`src/design/jsu_pkg.sv`:
```
// Shared types and constants for the JSON string unescaper.
package jsu_pkg;

  localparam logic [15:0] LIMIT_RESET = 16'd64;
  localparam int          MAX_BYTES   = 4;

  typedef enum logic [3:0] {
    PH_NORMAL,
    PH_ESC,
    PH_HEX,
    PH_SBS,
    PH_SU,
    PH_SHEX,
    PH_DONE,
    PH_ERROR
  } phase_t;

  typedef enum logic [2:0] {
    ST_OK,
    ST_BAD_ESC,
    ST_BAD_HEX,
    ST_TRUNC,
    ST_UNPAIRED
  } status_t;

  typedef struct packed {
    logic [7:0] in_byte;
    logic       last_byte;
  } in_beat_t;

  typedef struct packed {
    logic [7:0] out_byte;
    logic       is_data;
    status_t    status;
    logic       last_result;
  } out_beat_t;

  // Everything one input byte produces: up to four data bytes, then an
  // optional end-of-string status beat. bytes[0] goes out first.
  typedef struct packed {
    logic [MAX_BYTES-1:0][7:0] bytes;
    logic [2:0]                nbytes;
    logic                      has_status;
    status_t                   status;
  } bundle_t;

endpackage

```
`src/design/json_string_unescape_utf8.sv`:
```
// Top level of the JSON string unescaper with UTF-8 output.
// Takes one raw string-content byte per beat on the char channel and returns
// decoded beats on the dec channel: data bytes (is_data=1), then on the byte
// flagged last_byte one status beat (is_data=0, last_result=1). A plain byte
// or simple escape makes one beat; a \uXXXX escape or surrogate pair yields up to 4 UTF-8
// bytes on its final hex digit, and that byte's results drain from the
// result register one beat per cycle while dec_ready is high. The next
// input byte is taken in the same cycle the final pending beat is taken, so
// the block sustains one byte per cycle when each byte makes at most one
// beat and dec_ready stays high; the result register's single-beat drain
// sets that rate. Bytes that make no result (escape prefix, hex digits,
// text after a closing quote, the limit or an error) are still accepted
// every cycle. cfg_wdata sets the output limit in bytes (reset 64); write it
// between strings while no results are pending.
module json_string_unescape_utf8 (
  input  logic               clk,
  input  logic               rst,
  input  logic               char_valid,
  output logic               char_ready,
  input  jsu_pkg::in_beat_t  char_data,
  output logic               dec_valid,
  input  logic               dec_ready,
  output jsu_pkg::out_beat_t dec_data,
  input  logic               cfg_we,
  input  logic [15:0]        cfg_wdata
);
  import jsu_pkg::*;

  logic [15:0] output_limit;
  logic        accept;
  bundle_t     bundle;

  // limit register; no read-back
  always_ff @(posedge clk) begin
    if (rst) begin
      output_limit <= LIMIT_RESET;
    end else if (cfg_we) begin
      output_limit <= cfg_wdata;
    end
  end

  assign accept = char_valid && char_ready;

  // decode happens on the accepted beat; its results land in the queue
  jsu_core u_core (
    .clk    (clk),
    .rst    (rst),
    .accept (accept),
    .beat   (char_data),
    .limit  (output_limit),
    .bundle (bundle)
  );

  jsu_outq u_outq (
    .clk       (clk),
    .rst       (rst),
    .load      (accept),
    .bundle    (bundle),
    .can_load  (char_ready),
    .dec_valid (dec_valid),
    .dec_ready (dec_ready),
    .dec_data  (dec_data)
  );

endmodule

```
`src/design/jsu_core.sv`:
```
// Escape decoder: per-string state registers and next-state/result logic.
module jsu_core (
  input  logic             clk,
  input  logic             rst,
  input  logic             accept,
  input  jsu_pkg::in_beat_t beat,
  input  logic [15:0]      limit,
  output jsu_pkg::bundle_t bundle
);
  import jsu_pkg::*;

  localparam logic [7:0] CH_QUOTE = 8'h22;
  localparam logic [7:0] CH_SLASH = 8'h2F;
  localparam logic [7:0] CH_BSL   = 8'h5C;
  localparam logic [7:0] CH_B     = 8'h62;
  localparam logic [7:0] CH_F     = 8'h66;
  localparam logic [7:0] CH_N     = 8'h6E;
  localparam logic [7:0] CH_R     = 8'h72;
  localparam logic [7:0] CH_T     = 8'h74;
  localparam logic [7:0] CH_U     = 8'h75;

  typedef struct packed {
    logic [2:0]                len;
    logic [MAX_BYTES-1:0][7:0] bytes;
  } enc_t;

  // {valid, value}
  function automatic logic [4:0] hex_value(input logic [7:0] b);
    logic [4:0] r;
    r = 5'b0;
    if (b >= 8'h30 && b <= 8'h39) r = {1'b1, b[3:0]};
    else if ((b >= 8'h61 && b <= 8'h66) || (b >= 8'h41 && b <= 8'h46))
      r = {1'b1, b[3:0] + 4'd9};
    return r;
  endfunction

  function automatic enc_t utf8_encode(input logic [20:0] cp);
    enc_t e;
    e.bytes = '0;
    if (cp <= 21'h7F) begin
      e.len      = 3'd1;
      e.bytes[0] = cp[7:0];
    end else if (cp <= 21'h7FF) begin
      e.len      = 3'd2;
      e.bytes[0] = {3'b110, cp[10:6]};
      e.bytes[1] = {2'b10, cp[5:0]};
    end else if (cp <= 21'hFFFF) begin
      e.len      = 3'd3;
      e.bytes[0] = {4'b1110, cp[15:12]};
      e.bytes[1] = {2'b10, cp[11:6]};
      e.bytes[2] = {2'b10, cp[5:0]};
    end else begin
      e.len      = 3'd4;
      e.bytes[0] = {5'b11110, cp[20:18]};
      e.bytes[1] = {2'b10, cp[17:12]};
      e.bytes[2] = {2'b10, cp[11:6]};
      e.bytes[3] = {2'b10, cp[5:0]};
    end
    return e;
  endfunction

  phase_t      phase, phase_next;
  logic [15:0] acc, acc_next;
  logic [1:0]  cnt, cnt_next;
  logic [9:0]  hs, hs_next;
  logic [15:0] emitted, emitted_next;
  status_t     err, err_next;

  logic [7:0]  b;
  logic        last;
  logic [4:0]  hv;
  logic [15:0] acc_shift;
  logic        put_cp;
  logic [20:0] cp;
  enc_t        enc;
  logic        fits;
  logic        below;

  assign b     = beat.in_byte;
  assign last  = beat.last_byte;
  assign hv    = hex_value(b);
  assign acc_shift = {acc[11:0], hv[3:0]};
  assign below = emitted < limit;

  always_comb begin
    phase_next   = phase;
    acc_next     = acc;
    cnt_next     = cnt;
    hs_next      = hs;
    emitted_next = emitted;
    err_next     = err;
    put_cp       = 1'b0;
    cp           = '0;
    bundle       = '0;
    bundle.status = ST_OK;

    unique case (phase) inside
      PH_NORMAL: begin
        if (!below || b == CH_QUOTE) begin
          phase_next = PH_DONE;
        end else if (b == CH_BSL) begin
          if (last) begin
            phase_next = PH_ERROR;
            err_next   = ST_TRUNC;
          end else begin
            phase_next = PH_ESC;
          end
        end else begin
          bundle.bytes[0] = b;
          bundle.nbytes   = 3'd1;
          emitted_next    = emitted + 16'd1;
        end
      end
      PH_ESC: begin
        if (b == CH_U) begin
          acc_next = '0;
          cnt_next = '0;
          if (last) begin
            phase_next = PH_ERROR;
            err_next   = ST_TRUNC;
          end else begin
            phase_next = PH_HEX;
          end
        end else begin
          phase_next = PH_NORMAL;
          case (b) inside
            CH_QUOTE, CH_SLASH, CH_BSL: bundle.bytes[0] = b;
            CH_B:    bundle.bytes[0] = 8'h08;
            CH_F:    bundle.bytes[0] = 8'h0C;
            CH_N:    bundle.bytes[0] = 8'h0A;
            CH_R:    bundle.bytes[0] = 8'h0D;
            CH_T:    bundle.bytes[0] = 8'h09;
            default: begin
              phase_next = PH_ERROR;
              err_next   = ST_BAD_ESC;
            end
          endcase
          if (phase_next == PH_NORMAL && below) begin
            bundle.nbytes = 3'd1;
            emitted_next  = emitted + 16'd1;
          end else begin
            bundle.bytes = '0;
          end
        end
      end
      PH_HEX, PH_SHEX: begin
        if (!hv[4]) begin
          phase_next = PH_ERROR;
          err_next   = ST_BAD_HEX;
        end else begin
          acc_next = acc_shift;
          if (cnt != 2'd3) begin
            cnt_next = cnt + 2'd1;
            if (last) begin
              phase_next = PH_ERROR;
              err_next   = ST_TRUNC;
            end
          end else begin
            cnt_next = '0;
            if (phase == PH_SHEX) begin
              put_cp     = 1'b1;
              cp         = 21'h10000 + {1'b0, hs, 10'b0} + {11'b0, acc_shift[9:0]};
              phase_next = PH_NORMAL;
            end else if (acc_shift[15:10] == 6'b110110) begin
              // high surrogate: wait for the low half
              hs_next = acc_shift[9:0];
              if (last) begin
                phase_next = PH_ERROR;
                err_next   = ST_UNPAIRED;
              end else begin
                phase_next = PH_SBS;
              end
            end else begin
              put_cp     = 1'b1;
              cp         = {5'b0, acc_shift};
              phase_next = PH_NORMAL;
            end
          end
        end
      end
      PH_SBS: begin
        if (b != CH_BSL) begin
          phase_next = PH_ERROR;
          err_next   = ST_UNPAIRED;
        end else if (last) begin
          phase_next = PH_ERROR;
          err_next   = ST_TRUNC;
        end else begin
          phase_next = PH_SU;
        end
      end
      PH_SU: begin
        if (b != CH_U) begin
          phase_next = PH_ERROR;
          err_next   = ST_UNPAIRED;
        end else begin
          acc_next = '0;
          cnt_next = '0;
          if (last) begin
            phase_next = PH_ERROR;
            err_next   = ST_TRUNC;
          end else begin
            phase_next = PH_SHEX;
          end
        end
      end
      default: begin
      end
    endcase

    // whole UTF-8 sequence must land strictly below the limit
    enc  = utf8_encode(cp);
    fits = ({1'b0, emitted} + {14'b0, enc.len}) < {1'b0, limit};
    if (put_cp && cp != '0 && fits) begin
      bundle.bytes  = enc.bytes;
      bundle.nbytes = enc.len;
      emitted_next  = emitted + {13'b0, enc.len};
    end

    if (last) begin
      bundle.has_status = 1'b1;
      bundle.status     = (phase_next == PH_ERROR) ? err_next : ST_OK;
      phase_next   = PH_NORMAL;
      acc_next     = '0;
      cnt_next     = '0;
      hs_next      = '0;
      emitted_next = '0;
      err_next     = ST_OK;
    end
  end

  always_ff @(posedge clk) begin
    if (rst) begin
      phase   <= PH_NORMAL;
      acc     <= '0;
      cnt     <= '0;
      hs      <= '0;
      emitted <= '0;
      err     <= ST_OK;
    end else if (accept) begin
      phase   <= phase_next;
      acc     <= acc_next;
      cnt     <= cnt_next;
      hs      <= hs_next;
      emitted <= emitted_next;
      err     <= err_next;
    end
  end

  a_err_only_in_error: assert property (@(posedge clk) disable iff (rst)
    err != ST_OK |-> phase == PH_ERROR)
    else $error("error code held outside error phase");

  a_last_clears: assert property (@(posedge clk) disable iff (rst)
    accept && beat.last_byte |=> phase == PH_NORMAL && emitted == 16'd0)
    else $error("string state not cleared after last byte");

  a_quiet_when_done: assert property (@(posedge clk) disable iff (rst)
    (phase == PH_DONE || phase == PH_ERROR) |-> bundle.nbytes == 3'd0)
    else $error("data produced after end of decoding");

endmodule

```
`src/design/jsu_outq.sv`:
```
// Result register: holds one byte's bundle and drains it one beat per cycle while dec_ready is high.
module jsu_outq (
  input  logic               clk,
  input  logic               rst,
  input  logic               load,
  input  jsu_pkg::bundle_t   bundle,
  output logic               can_load,
  output logic               dec_valid,
  input  logic               dec_ready,
  output jsu_pkg::out_beat_t dec_data
);
  import jsu_pkg::*;

  logic [MAX_BYTES-1:0][7:0] bytes;
  logic [2:0]                nbytes;
  logic                      has_status;
  status_t                   status;
  logic                      taken;
  logic                      final_beat;

  assign dec_valid  = (nbytes != 3'd0) || has_status;
  assign taken      = dec_valid && dec_ready;
  assign final_beat = (nbytes == 3'd0) || (nbytes == 3'd1 && !has_status);
  assign can_load   = !dec_valid || (taken && final_beat);

  always_comb begin
    dec_data = '0;
    dec_data.status = ST_OK;
    if (nbytes != 3'd0) begin
      dec_data.out_byte = bytes[0];
      dec_data.is_data  = 1'b1;
    end else begin
      dec_data.status      = status;
      dec_data.last_result = 1'b1;
    end
  end

  always_ff @(posedge clk) begin
    if (rst) begin
      nbytes     <= '0;
      has_status <= 1'b0;
    end else if (load) begin
      nbytes     <= bundle.nbytes;
      has_status <= bundle.has_status;
    end else if (taken) begin
      if (nbytes != 3'd0) nbytes <= nbytes - 3'd1;
      else has_status <= 1'b0;
    end
  end

  always_ff @(posedge clk) begin
    if (load) begin
      bytes  <= bundle.bytes;
      status <= bundle.status;
    end else if (taken) begin
      bytes <= {8'h00, bytes[MAX_BYTES-1:1]};
    end
  end

  a_depth: assert property (@(posedge clk) disable iff (rst)
    nbytes <= 3'(MAX_BYTES))
    else $error("byte count above bundle size");

  a_load_ok: assert property (@(posedge clk) disable iff (rst)
    load |-> can_load)
    else $error("bundle overwritten before drained");

  a_drain: assert property (@(posedge clk) disable iff (rst)
    taken && !load && nbytes != 3'd0 |=> nbytes == $past(nbytes) - 3'd1)
    else $error("byte count did not step on a taken beat");

endmodule

```
`config.mk`:
```
export PLATFORM = sky130hd
export DESIGN_NAME = json_string_unescape_utf8
export DESIGN_NICKNAME = d
export VERILOG_FILES = /design/src/design/jsu_pkg.sv /design/src/design/json_string_unescape_utf8.sv /design/src/design/jsu_core.sv /design/src/design/jsu_outq.sv
export SDC_FILE = /design/constraint.sdc
export NUM_CORES = 1
export LEC_CHECK = 0
export BUFFER_PORTS_ARGS = -buffer_cell sky130_fd_sc_hd__buf_2
export CAP_MARGIN = 20
export CORE_UTILIZATION = 40
export DETAILED_ROUTE_END_ITERATION = 12
export GPL_ROUTABILITY_DRIVEN = 0
export SYNTH_ARGS = -nofsm -noshare
export SYNTH_HDL_FRONTEND = slang
export SYNTH_SLANG_ARGS = --single-unit
```
`constraint.sdc`:
```
create_clock -name clk -period 11.8 [get_ports clk]
set_clock_uncertainty 0.2 [all_clocks]
set_input_delay 1.77 -clock clk [delete_from_list [all_inputs] [get_ports clk]]
set_output_delay 1.77 -clock clk [all_outputs]
set_load 0.1 [all_outputs]
```
==> results of run 1 <==
-- stage by stage --
step                std cells  utilization  setup WS, ps  power, W
floorplan                 888            -          3883  0.001045
global placement         1113       0.4321          3188  0.001197
detailed placement       1113       0.4321          2968  0.001200
CTS                      1129       0.4484          3344  0.001492
global route             1130       0.4492          2648  0.001566
finish                   1130       0.4492          3227  0.001490
-- cell usage after synthesis, types with 18 or more instances --
library cell,instances
nand2_1,104
a21oi_1,57
inv_1,37
nor2_1,80
a21o_1,18
clkbuf_1,34
dfxtp_1,67
mux2i_1,31
nor3_1,27
nand3_1,35
edfxtp_1,32
nand2b_1,22
o21ai_0,48
ha_1,46
-- sequential cells by signal, summed over array words and instances, names as in the netlist --
signal and count:
u_core.emitted 16, u_outq.status 3, output_limit 16, u_outq.nbytes 3, u_outq.has_status 1, u_core.hs 10
u_core.cnt 2, u_core.phase 4, u_core.acc 12, u_outq.bytes 29, u_core.err 3
-- metal layers --
metal,share of wire,track usage
met1,0.49,0.3486
met4,0.036,0.1117
met2,0.41,0.3305
met3,0.059,0.03468
met5,0,0
-- worst reg2reg max path, delay by kind of cell, from the launching register on --
family / cells / cell delay [ps]
adder cells (fa/ha/maj): 5 / 1500
XOR/XNOR: 1 / 180
AO/OA/AOI/OAI: 9 / 2130
AND/OR/NAND/NOR: 13 / 2940
buffers and inverters: 1 / 60
flip-flops: 1 / 610
-- where the power goes --
part / internal [W] / total [W] / switching (W) / leakage [nW]
combinational: 0.000157 / 0.000720 / 0.000563 / 2.03
sequential: 0.000444 / 0.000480 / 0.0000360 / 0.868
clock: 0.000147 / 0.000291 / 0.000143 / 0.138
total: 0.000748 / 0.00149 / 0.000742 / 3.04
-- cell type report --
class / instances / area [µm²]
clock inverter: 7 / 60.06
sequential: 99 / 2302
timing repair buffer: 50 / 272.8
tap: 225 / 281.5
clock buffer: 9 / 225.2
inverter: 37 / 138.9
fill: 1733 / 9625
multi-input combinational: 703 / 4571
-- cell usage in the layout, fill, tap and decap left out, types with 5 or more instances in the layout --
cell,netlist,final
a31oi_1,16,16
buf_4,1,5
o211ai_1,10,10
and2_1,17,17
nor3_1,27,27
o2111ai_1,5,5
nand4_1,14,14
nor4_1,9,9
nand3_1,35,35
a21o_1,18,18
a211oi_1,13,13
ha_1,46,46
mux2i_1,31,31
dfxtp_1,67,67
xor2_1,10,10
inv_1,37,37
a22oi_1,5,5
and3_1,8,8
o21a_1,8,8
or4_1,5,5
xnor2_1,8,8
a211o_1,9,9
nand2_1,104,104
clkbuf_16,0,9
edfxtp_1,32,32
nor3b_1,5,5
buf_2,10,44
nand2b_1,22,22
o21ai_0,48,48
a21oi_1,57,56
nor2_1,80,80
-- kinds of logic after synthesis --
| group | share of synthesized area |
|---|---|
| AO/OA/AOI/OAI | 0.2203 |
| XOR/XNOR | 0.02182 |
| adder cells (fa/ha/maj) | 0.08521 |
| buffers and inverters | 0.04918 |
| flip-flops | 0.3187 |
| multiplexers | 0.04451 |
| AND/OR/NAND/NOR | 0.2603 |
-- how the worst max path moves through the flow --
stage,slack (ps),end,startpoint
finish,3230,u_core.emitted[6],char_data[2]
global route,2650,u_core.emitted[6],char_data[2]
CTS,3340,u_core.emitted[6],char_data[2]
detailed placement,2970,u_core.emitted[6],char_data[2]
global placement,3190,u_core.emitted[6],char_data[2]
floorplan,3880,u_core.emitted[6],char_data[2]
==> impl_metrics.toml, run 1 <==
[sta]
fmax_mhz = 116.6
hold_viol = 0
timing.final.crit_share = 0.7265
finalSetupViolations = 0
final.setup.tns_ps = 0
final_max_slew_viol_count = 0
hold_ws_ps = 260.2
finalCriticalPeriod_ps = 8573
max_slew_margin = 0.3027
worst_pin_slew_ps = 1046
rsz0062_at_grt = "false"

[clock_tree]
ctsResizeCount = 0
cts_hold_buf = 0
cts.htree.levels = 3
clockRootBuffer = "clkbuf_16"
cts_tree = "done"
clock_latency_ps = 360
clockBufferDepth = 2
cts-buffers-inserted = 9
clkTransAtPathRegs_ps = 70
numClockSinks = 99
post_cts_buffers = 0

[route]
vias_per_cell = 5.969
dr.pass1.iters = 5
final_antenna_net_count = 0
vias = 6745
drcViolationCount = 0
post_drt_wl_per_cell_um = 18.59
routed_wl_um = 21010
drt_iter0_drc = 564

[floorplan]
ioPinCount = 45
die_area_um2 = 18600
die_x_um = 136.4
core_area_um2 = 17480
start_util = 0.4134
die_h_um = 136.4
rows = 48

[worst_setup_path]
max_stage_delay_ps = 420
r2r-end = "u_core.emitted[6]"
rr_worst_depth = 29
path_class = "in -> reg"
critPathBufInv = 3
r2r_slack_ps = 4130
critPathArrivalTime_ps = 8670
cp-start-kind = "primary input"
cp_max_fo = 11
timing.rr.start = "u_core.phase[2]"
critical-path-top-delay-family = "compound AO/OA/AOI/OAI gates"
end_kind = "register"
critPathRequiredTime_ps = 11890
cpMostUsedCell = "ha_1"
cp.depth = 32
critPathSlowestCell = "fa_1"

[synth]
synth_top_area_share = 0.1857
syn_nets = 966
yosys_register_bits = 99
synth_area_leader_cell = "dfxtp_1"
synthDistinctLibCells = 84
ys_top_cells_by_area = "dfxtp_1 19%, edfxtp_1 13%, ha_1 8.0%"
synthCells = 888
synth_edf_count = 32
ys_seq_area_frac = 0.3187
avgSynthCellArea_um2 = 8.136
synth_async_sr_flop_share = 0
syn-cell-area_um2 = 7224
ys_warn_count = 0
synth-main-ff-cell = "dfxtp_1"

[pwr]
leakage_nw = 3.035
vdd_drop_max_mv = 0.2909
power_density_nw_per_um2 = 189.8

[layout]
drive_above_1_share = 0.09613
num_antenna_cells = 0
design_area_um2 = 7851
nets = 978
areaGrowthSynthToFinish_pct = 8.677

[hold_path]
min_path_cells = 2
whs_endpoint = "u_core.cnt[1]"
hold_start = "u_core.cnt[1]"
holdCritPathClass = "reg -> reg"

[place]
hpwl_um = 15500
io_buffers = 44
post_dp_cell_area_um2 = 7551

[global_route]
grt_pass1_vias = 5993
grt_usage = 0.2358
grt_max_degree = 51
grt_pass1_wl_um = 33470
gr-total-overflow = 0
antenna_found_initial = 0

[job]
drv_cap = 0

[run_status]
status = "completed"
(Power assumes the default switching activity.)
==> run 2, diff against run 1 <==
clock period = 7.8 ns   (was 11.8 ns; I/O delays follow)
==> run 2 against run 1 <==
Effect of this change: die area unchanged; final cell count up 1.1%; clock-buffer cell count unchanged; global-route usage up 0.15 points; sequential power up 51%; clock power up 64%; wire length up 1.8%; register-to-register slack worse by 3200 ps; power up 54%; critical path type unchanged.
==> impl_metrics.toml, run 2 (synthesis gave the netlist of run 1 again) <==
[clock_tree]
cts_hold_buf = 0
cts_tree = "done"
clock_latency_ps = 360
clockBufferDepth = 2
clockRootBuffer = "clkbuf_16"
cts.htree.levels = 3
cts-buffers-inserted = 9
numClockSinks = 99
clkTransAtPathRegs_ps = 80
post_cts_buffers = 0

[worst_setup_path]
max_stage_delay_ps = 450
cpMostUsedCell = "ha_1"
end_kind = "register"
path_class = "in -> reg"
critPathRequiredTime_ps = 7890
cp-start-kind = "primary input"
critPathSlowestCell = "a2111oi_1"
critPathArrivalTime_ps = 7440
r2r_slack_ps = 910
cp_max_fo = 9

[floorplan]
die_x_um = 136.4
die_area_um2 = 18600
die_h_um = 136.4
start_util = 0.4134
core_area_um2 = 17480
rows = 48
ioPinCount = 45

[pwr]
leakage_nw = 3.107
power_w = 0.002300
power_density_nw_per_um2 = 288.2
vdd_drop_max_mv = 0.4739

[layout]
layout_common_cells = "104 x nand2_1, 80 x nor2_1, 67 x dfxtp_1"
final_common_cell = "nand2_1"
regMostFlops = "u_outq.bytes"
stdcell_count = 1142
areaGrowthSynthToFinish_pct = 10.50
multi_input_area_um2 = 4588
largest_reg_flops = 29
reg_top3 = "u_outq.bytes x29, output_limit x16, u_core.emitted x16"
regArea_um2 = 2302
num_antenna_cells = 0
nets = 990
nFillCells = 1724
drive_above_1_share = 0.1123

[global_route]
grt_pass1_vias = 5994
antenna_found_initial = 1
gr-total-overflow = 0
grt_max_degree = 51
grt_usage = 0.2373
grt_pass1_wl_um = 33550

[place]
dp.cells = 1124
io_buffers = 44
hpwl_um = 15680

[job]
drv_cap = 0

[route]
drcViolationCount = 0
dr.pass1.iters = 6
routed_wl_um = 21400
vias_per_cell = 6.004
post_drt_wl_per_cell_um = 18.74
drt_iter0_drc = 564
vias = 6857
final_antenna_net_count = 0

[sta]
fmax_mhz = 136.0
worst_pin_slew_ps = 899.0
max_slew_margin = 0.3952
hold_viol = 0
final_max_slew_viol_count = 0
finalSetupViolations = 0
timing.final.crit_share = 0.9424
finalCriticalPeriod_ps = 7351
hold_ws_ps = 262.7

[run_status]
status = "completed"

[hold_path]
holdCritPathClass = "reg -> reg"
==> run 2: stage by stage <==
| stage | cell area [µm²] | setup WS (ps) | utilization | TNS, ps |
|---|---|---|---|---|
| finish | 7983 | 449.3 | 0.4568 | 0 |
| global route | 7983 | -25.28 | 0.4568 | -39.98 |
| detailed placement | 7634 | 69.82 | 0.4368 | 0 |
| CTS | 7943 | 431.4 | 0.4545 | 0 |
| floorplan | 7224 | 482.9 | - | 0 |
| global placement | 7634 | 307.5 | 0.4368 | 0 |
==> run 2: routing by layer <==
layer	global-route usage	up-vias	wire length (µm)
met5	0	-	0
met4	0.09012	0	545
met3	0.02424	38	1226
met2	0.3395	239	8970
met1	0.3602	3247	10650
li1	-	3333	-
==> run 2: cell type report <==
cell class | count | share of cell area
Sequential cell | 99 | 0.2884
Clock inverter | 7 | 0.01050
Tap cell | 225 | 0.03527
Multi-Input combinational cell | 703 | 0.5748
Clock buffer | 9 | 0.02821
Inverter | 37 | 0.01740
Timing Repair Buffer | 62 | 0.04545
==> run 2: critical path: cells and delay by family <==
family                   cells  cell delay (ps)
AND/OR/NAND/NOR             10             2200
AO/OA/AOI/OAI                9             1930
adder cells (fa/ha/maj)      5             1210
buffers and inverters        4              510
multiplexers                 1              230
XOR/XNOR                     1              180
==> run 2: where the power goes <==
group	internal, W	switching [W]	leakage [nW]
combinational	0.000239	0.000857	2.09
clock	0.000255	0.000223	0.150
sequential	0.000672	0.0000541	0.868
total	0.00117	0.00113	3.11
==> run 2: path summary, 6_finish.rpt <==
kind	from	endpoint	cells past startpoint
setup reg to reg	u_core.phase[2]	u_core.emitted[15]	27
setup / recovery	char_data[1]	u_core.emitted[15]	30
hold reg to reg	u_core.cnt[1]	u_core.cnt[1]	2
hold / removal	u_core.cnt[1]	u_core.cnt[1]	2
==> run 2: repair_timing <==
item	CTS	global route
gates resized for setup	0	3
endpoints found under the setup margin	0	3
hold endpoints to repair	0	0
==> run 3, diff against run 2 <==
CORE_ASPECT_RATIO = 1.5   (was default)
clock period = 8 ns   (was 7.8 ns; I/O delays follow)
==> run 3 against run 2 <==
Effect of this change: the flow now finishes with violations (design-rule violations); global-route usage up 1.1 points; non-clock buffer count down 1; hold slack better by 4.2 ps; setup slack improved by 210 ps.
==> impl_metrics.toml, run 3 (synthesis gave the netlist of run 1 again) <==
[worst_setup_path]
cp_max_fo = 10
max_stage_delay_ps = 430
end_kind = "register"
cpMostUsedCell = "ha_1"
cp-start-kind = "primary input"
critPathRequiredTime_ps = 8100
critPathSlowestCell = "fa_1"
critPathArrivalTime_ps = 7440
path_class = "in -> reg"

[route]
post_drt_wl_per_cell_um = 20.07
vias_per_cell = 6.076
vias = 6860
dr.pass1.iters = 9
routed_wl_um = 22660
drt_iter0_drc = 478
final_antenna_net_count = 0
drcViolationCount = 2

[sta]
max_slew_margin = 0.3535
final_max_slew_viol_count = 0
rsz0062_at_grt = "false"
timing.final.crit_share = 0.9181
hold_viol = 0
finalCriticalPeriod_ps = 7345
finalSetupViolations = 0
fmax_mhz = 136.2
final.setup.tns_ps = 0
worst_pin_slew_ps = 956.3

[pwr]
p_sw_frac = 0.4985
power_w = 0.002227
p_switching_w = 0.001110
leakage_nw = 3.097
vdd_drop_max_mv = 0.1392
seq_power_share = 0.318
internal_power_w = 0.001117
clock_power_share = 0.204
p_comb_frac = 0.478
power_density_nw_per_um2 = 280.2

[place]
io_buffers = 44
hpwl_um = 17370

[layout]
regMostFlops = "u_outq.bytes"
drive_above_1_share = 0.1103
layout_common_cells = "104 x nand2_1, 80 x nor2_1, 67 x dfxtp_1"
num_antenna_cells = 0
nFillCells = 1731
areaGrowthSynthToFinish_pct = 9.993
multi_input_area_um2 = 4577
largest_reg_flops = 29
final_common_cell = "nand2_1"
utilization = 0.4542
reg_top3 = "u_outq.bytes x29, output_limit x16, u_core.emitted x16"
nets = 989
regArea_um2 = 2302

[clock_tree]
cts_hold_buf = 0
numClockSinks = 99
clkTransAtPathRegs_ps = 80
cts_tree = "done"
clockRootBuffer = "clkbuf_16"
cts.htree.levels = 3
clock_latency_ps = 370
clockBufferDepth = 2
cts-buffers-inserted = 9

[floorplan]
core_area_um2 = 17500
die_area_um2 = 18610
die_x_um = 111.7
ioPinCount = 45
die_h_um = 166.6
rows = 59
start_util = 0.4129

[global_route]
gr-total-overflow = 0
grt_usage = 0.2486
antenna_found_initial = 0
grt_pass1_wl_um = 35930
grt_max_degree = 51
grt_pass1_vias = 6727

[job]
drv_cap = 0

[run_status]
failed_checks = "design-rule violations"
status = "complete, but fails checks"

[hold_path]
holdCritPathClass = "reg -> reg"
[run 3: metal layers]
metal	wire, µm	GRT usage	up-vias
met5	0	0	-
met4	1320	0.1598	0
met3	1149	0.04221	85
met2	11850	0.4577	252
met1	8347	0.2572	3207
li1	-	-	3316
[run 3: final timing paths]
check	start	endpoint	slack, ps	cells past startpoint
worst max-delay path	char_data[2]	u_core.emitted[6]	660	31
worst min-delay path	u_core.cnt[1]	u_core.cnt[1]	270	2
worst max register to register	u_core.phase[2]	u_core.emitted[6]	1030	27
worst min register to register	u_core.cnt[1]	u_core.cnt[1]	270	2
[run 3: cell type report]
cell class                 count  area share
multi-input combinational    703      0.5760
sequential                    99      0.2897
timing repair buffer          61     0.04472
tap                          213     0.03354
clock buffer                   9     0.02834
inverter                      37     0.01748
clock inverter                 7     0.01023
[run 3: per-stage QoR]
step	hold WS (ps)	worst slack, ps	cells	cell area, µm²
2_1_floorplan	235.6	652.9	888	7224
3_3_place_gp	244.3	462.6	1111	7611
3_5_place_dp	256.6	227.8	1111	7611
4_1_cts	267.0	556.3	1127	7918
5_1_grt	302.9	43.14	1129	7946
6_report	266.9	655.2	1129	7946
[run 3: worst max-delay path: cells and delay by family]
family	cells	cell delay [ps]
AND/OR/NAND/NOR	13	2220
XOR/XNOR	1	180
buffers and inverters	3	350
AO/OA/AOI/OAI	8	1740
adder cells (fa/ha/maj)	6	1750
[run 3: power by group through the flow]
stage          combinational (W)  sequential [W]  clock [W]
2_1_floorplan           0.000852        0.000689          0
3_3_place_gp             0.00105        0.000715          0
3_5_place_dp             0.00106        0.000719          0
4_1_cts                  0.00106        0.000708   0.000462
5_1_grt                  0.00114        0.000719   0.000482
6_report                 0.00106        0.000707   0.000455
[run 3: timing repair]
| action | 4_1_cts | 5_1_grt |
|---|---|---|
| endpoints found under the hold margin | 0 | 0 |
| endpoints found under the setup margin | 0 | 1 |
| gates resized for setup | 0 | 2 |
| buffers inserted | 0 | 0 |
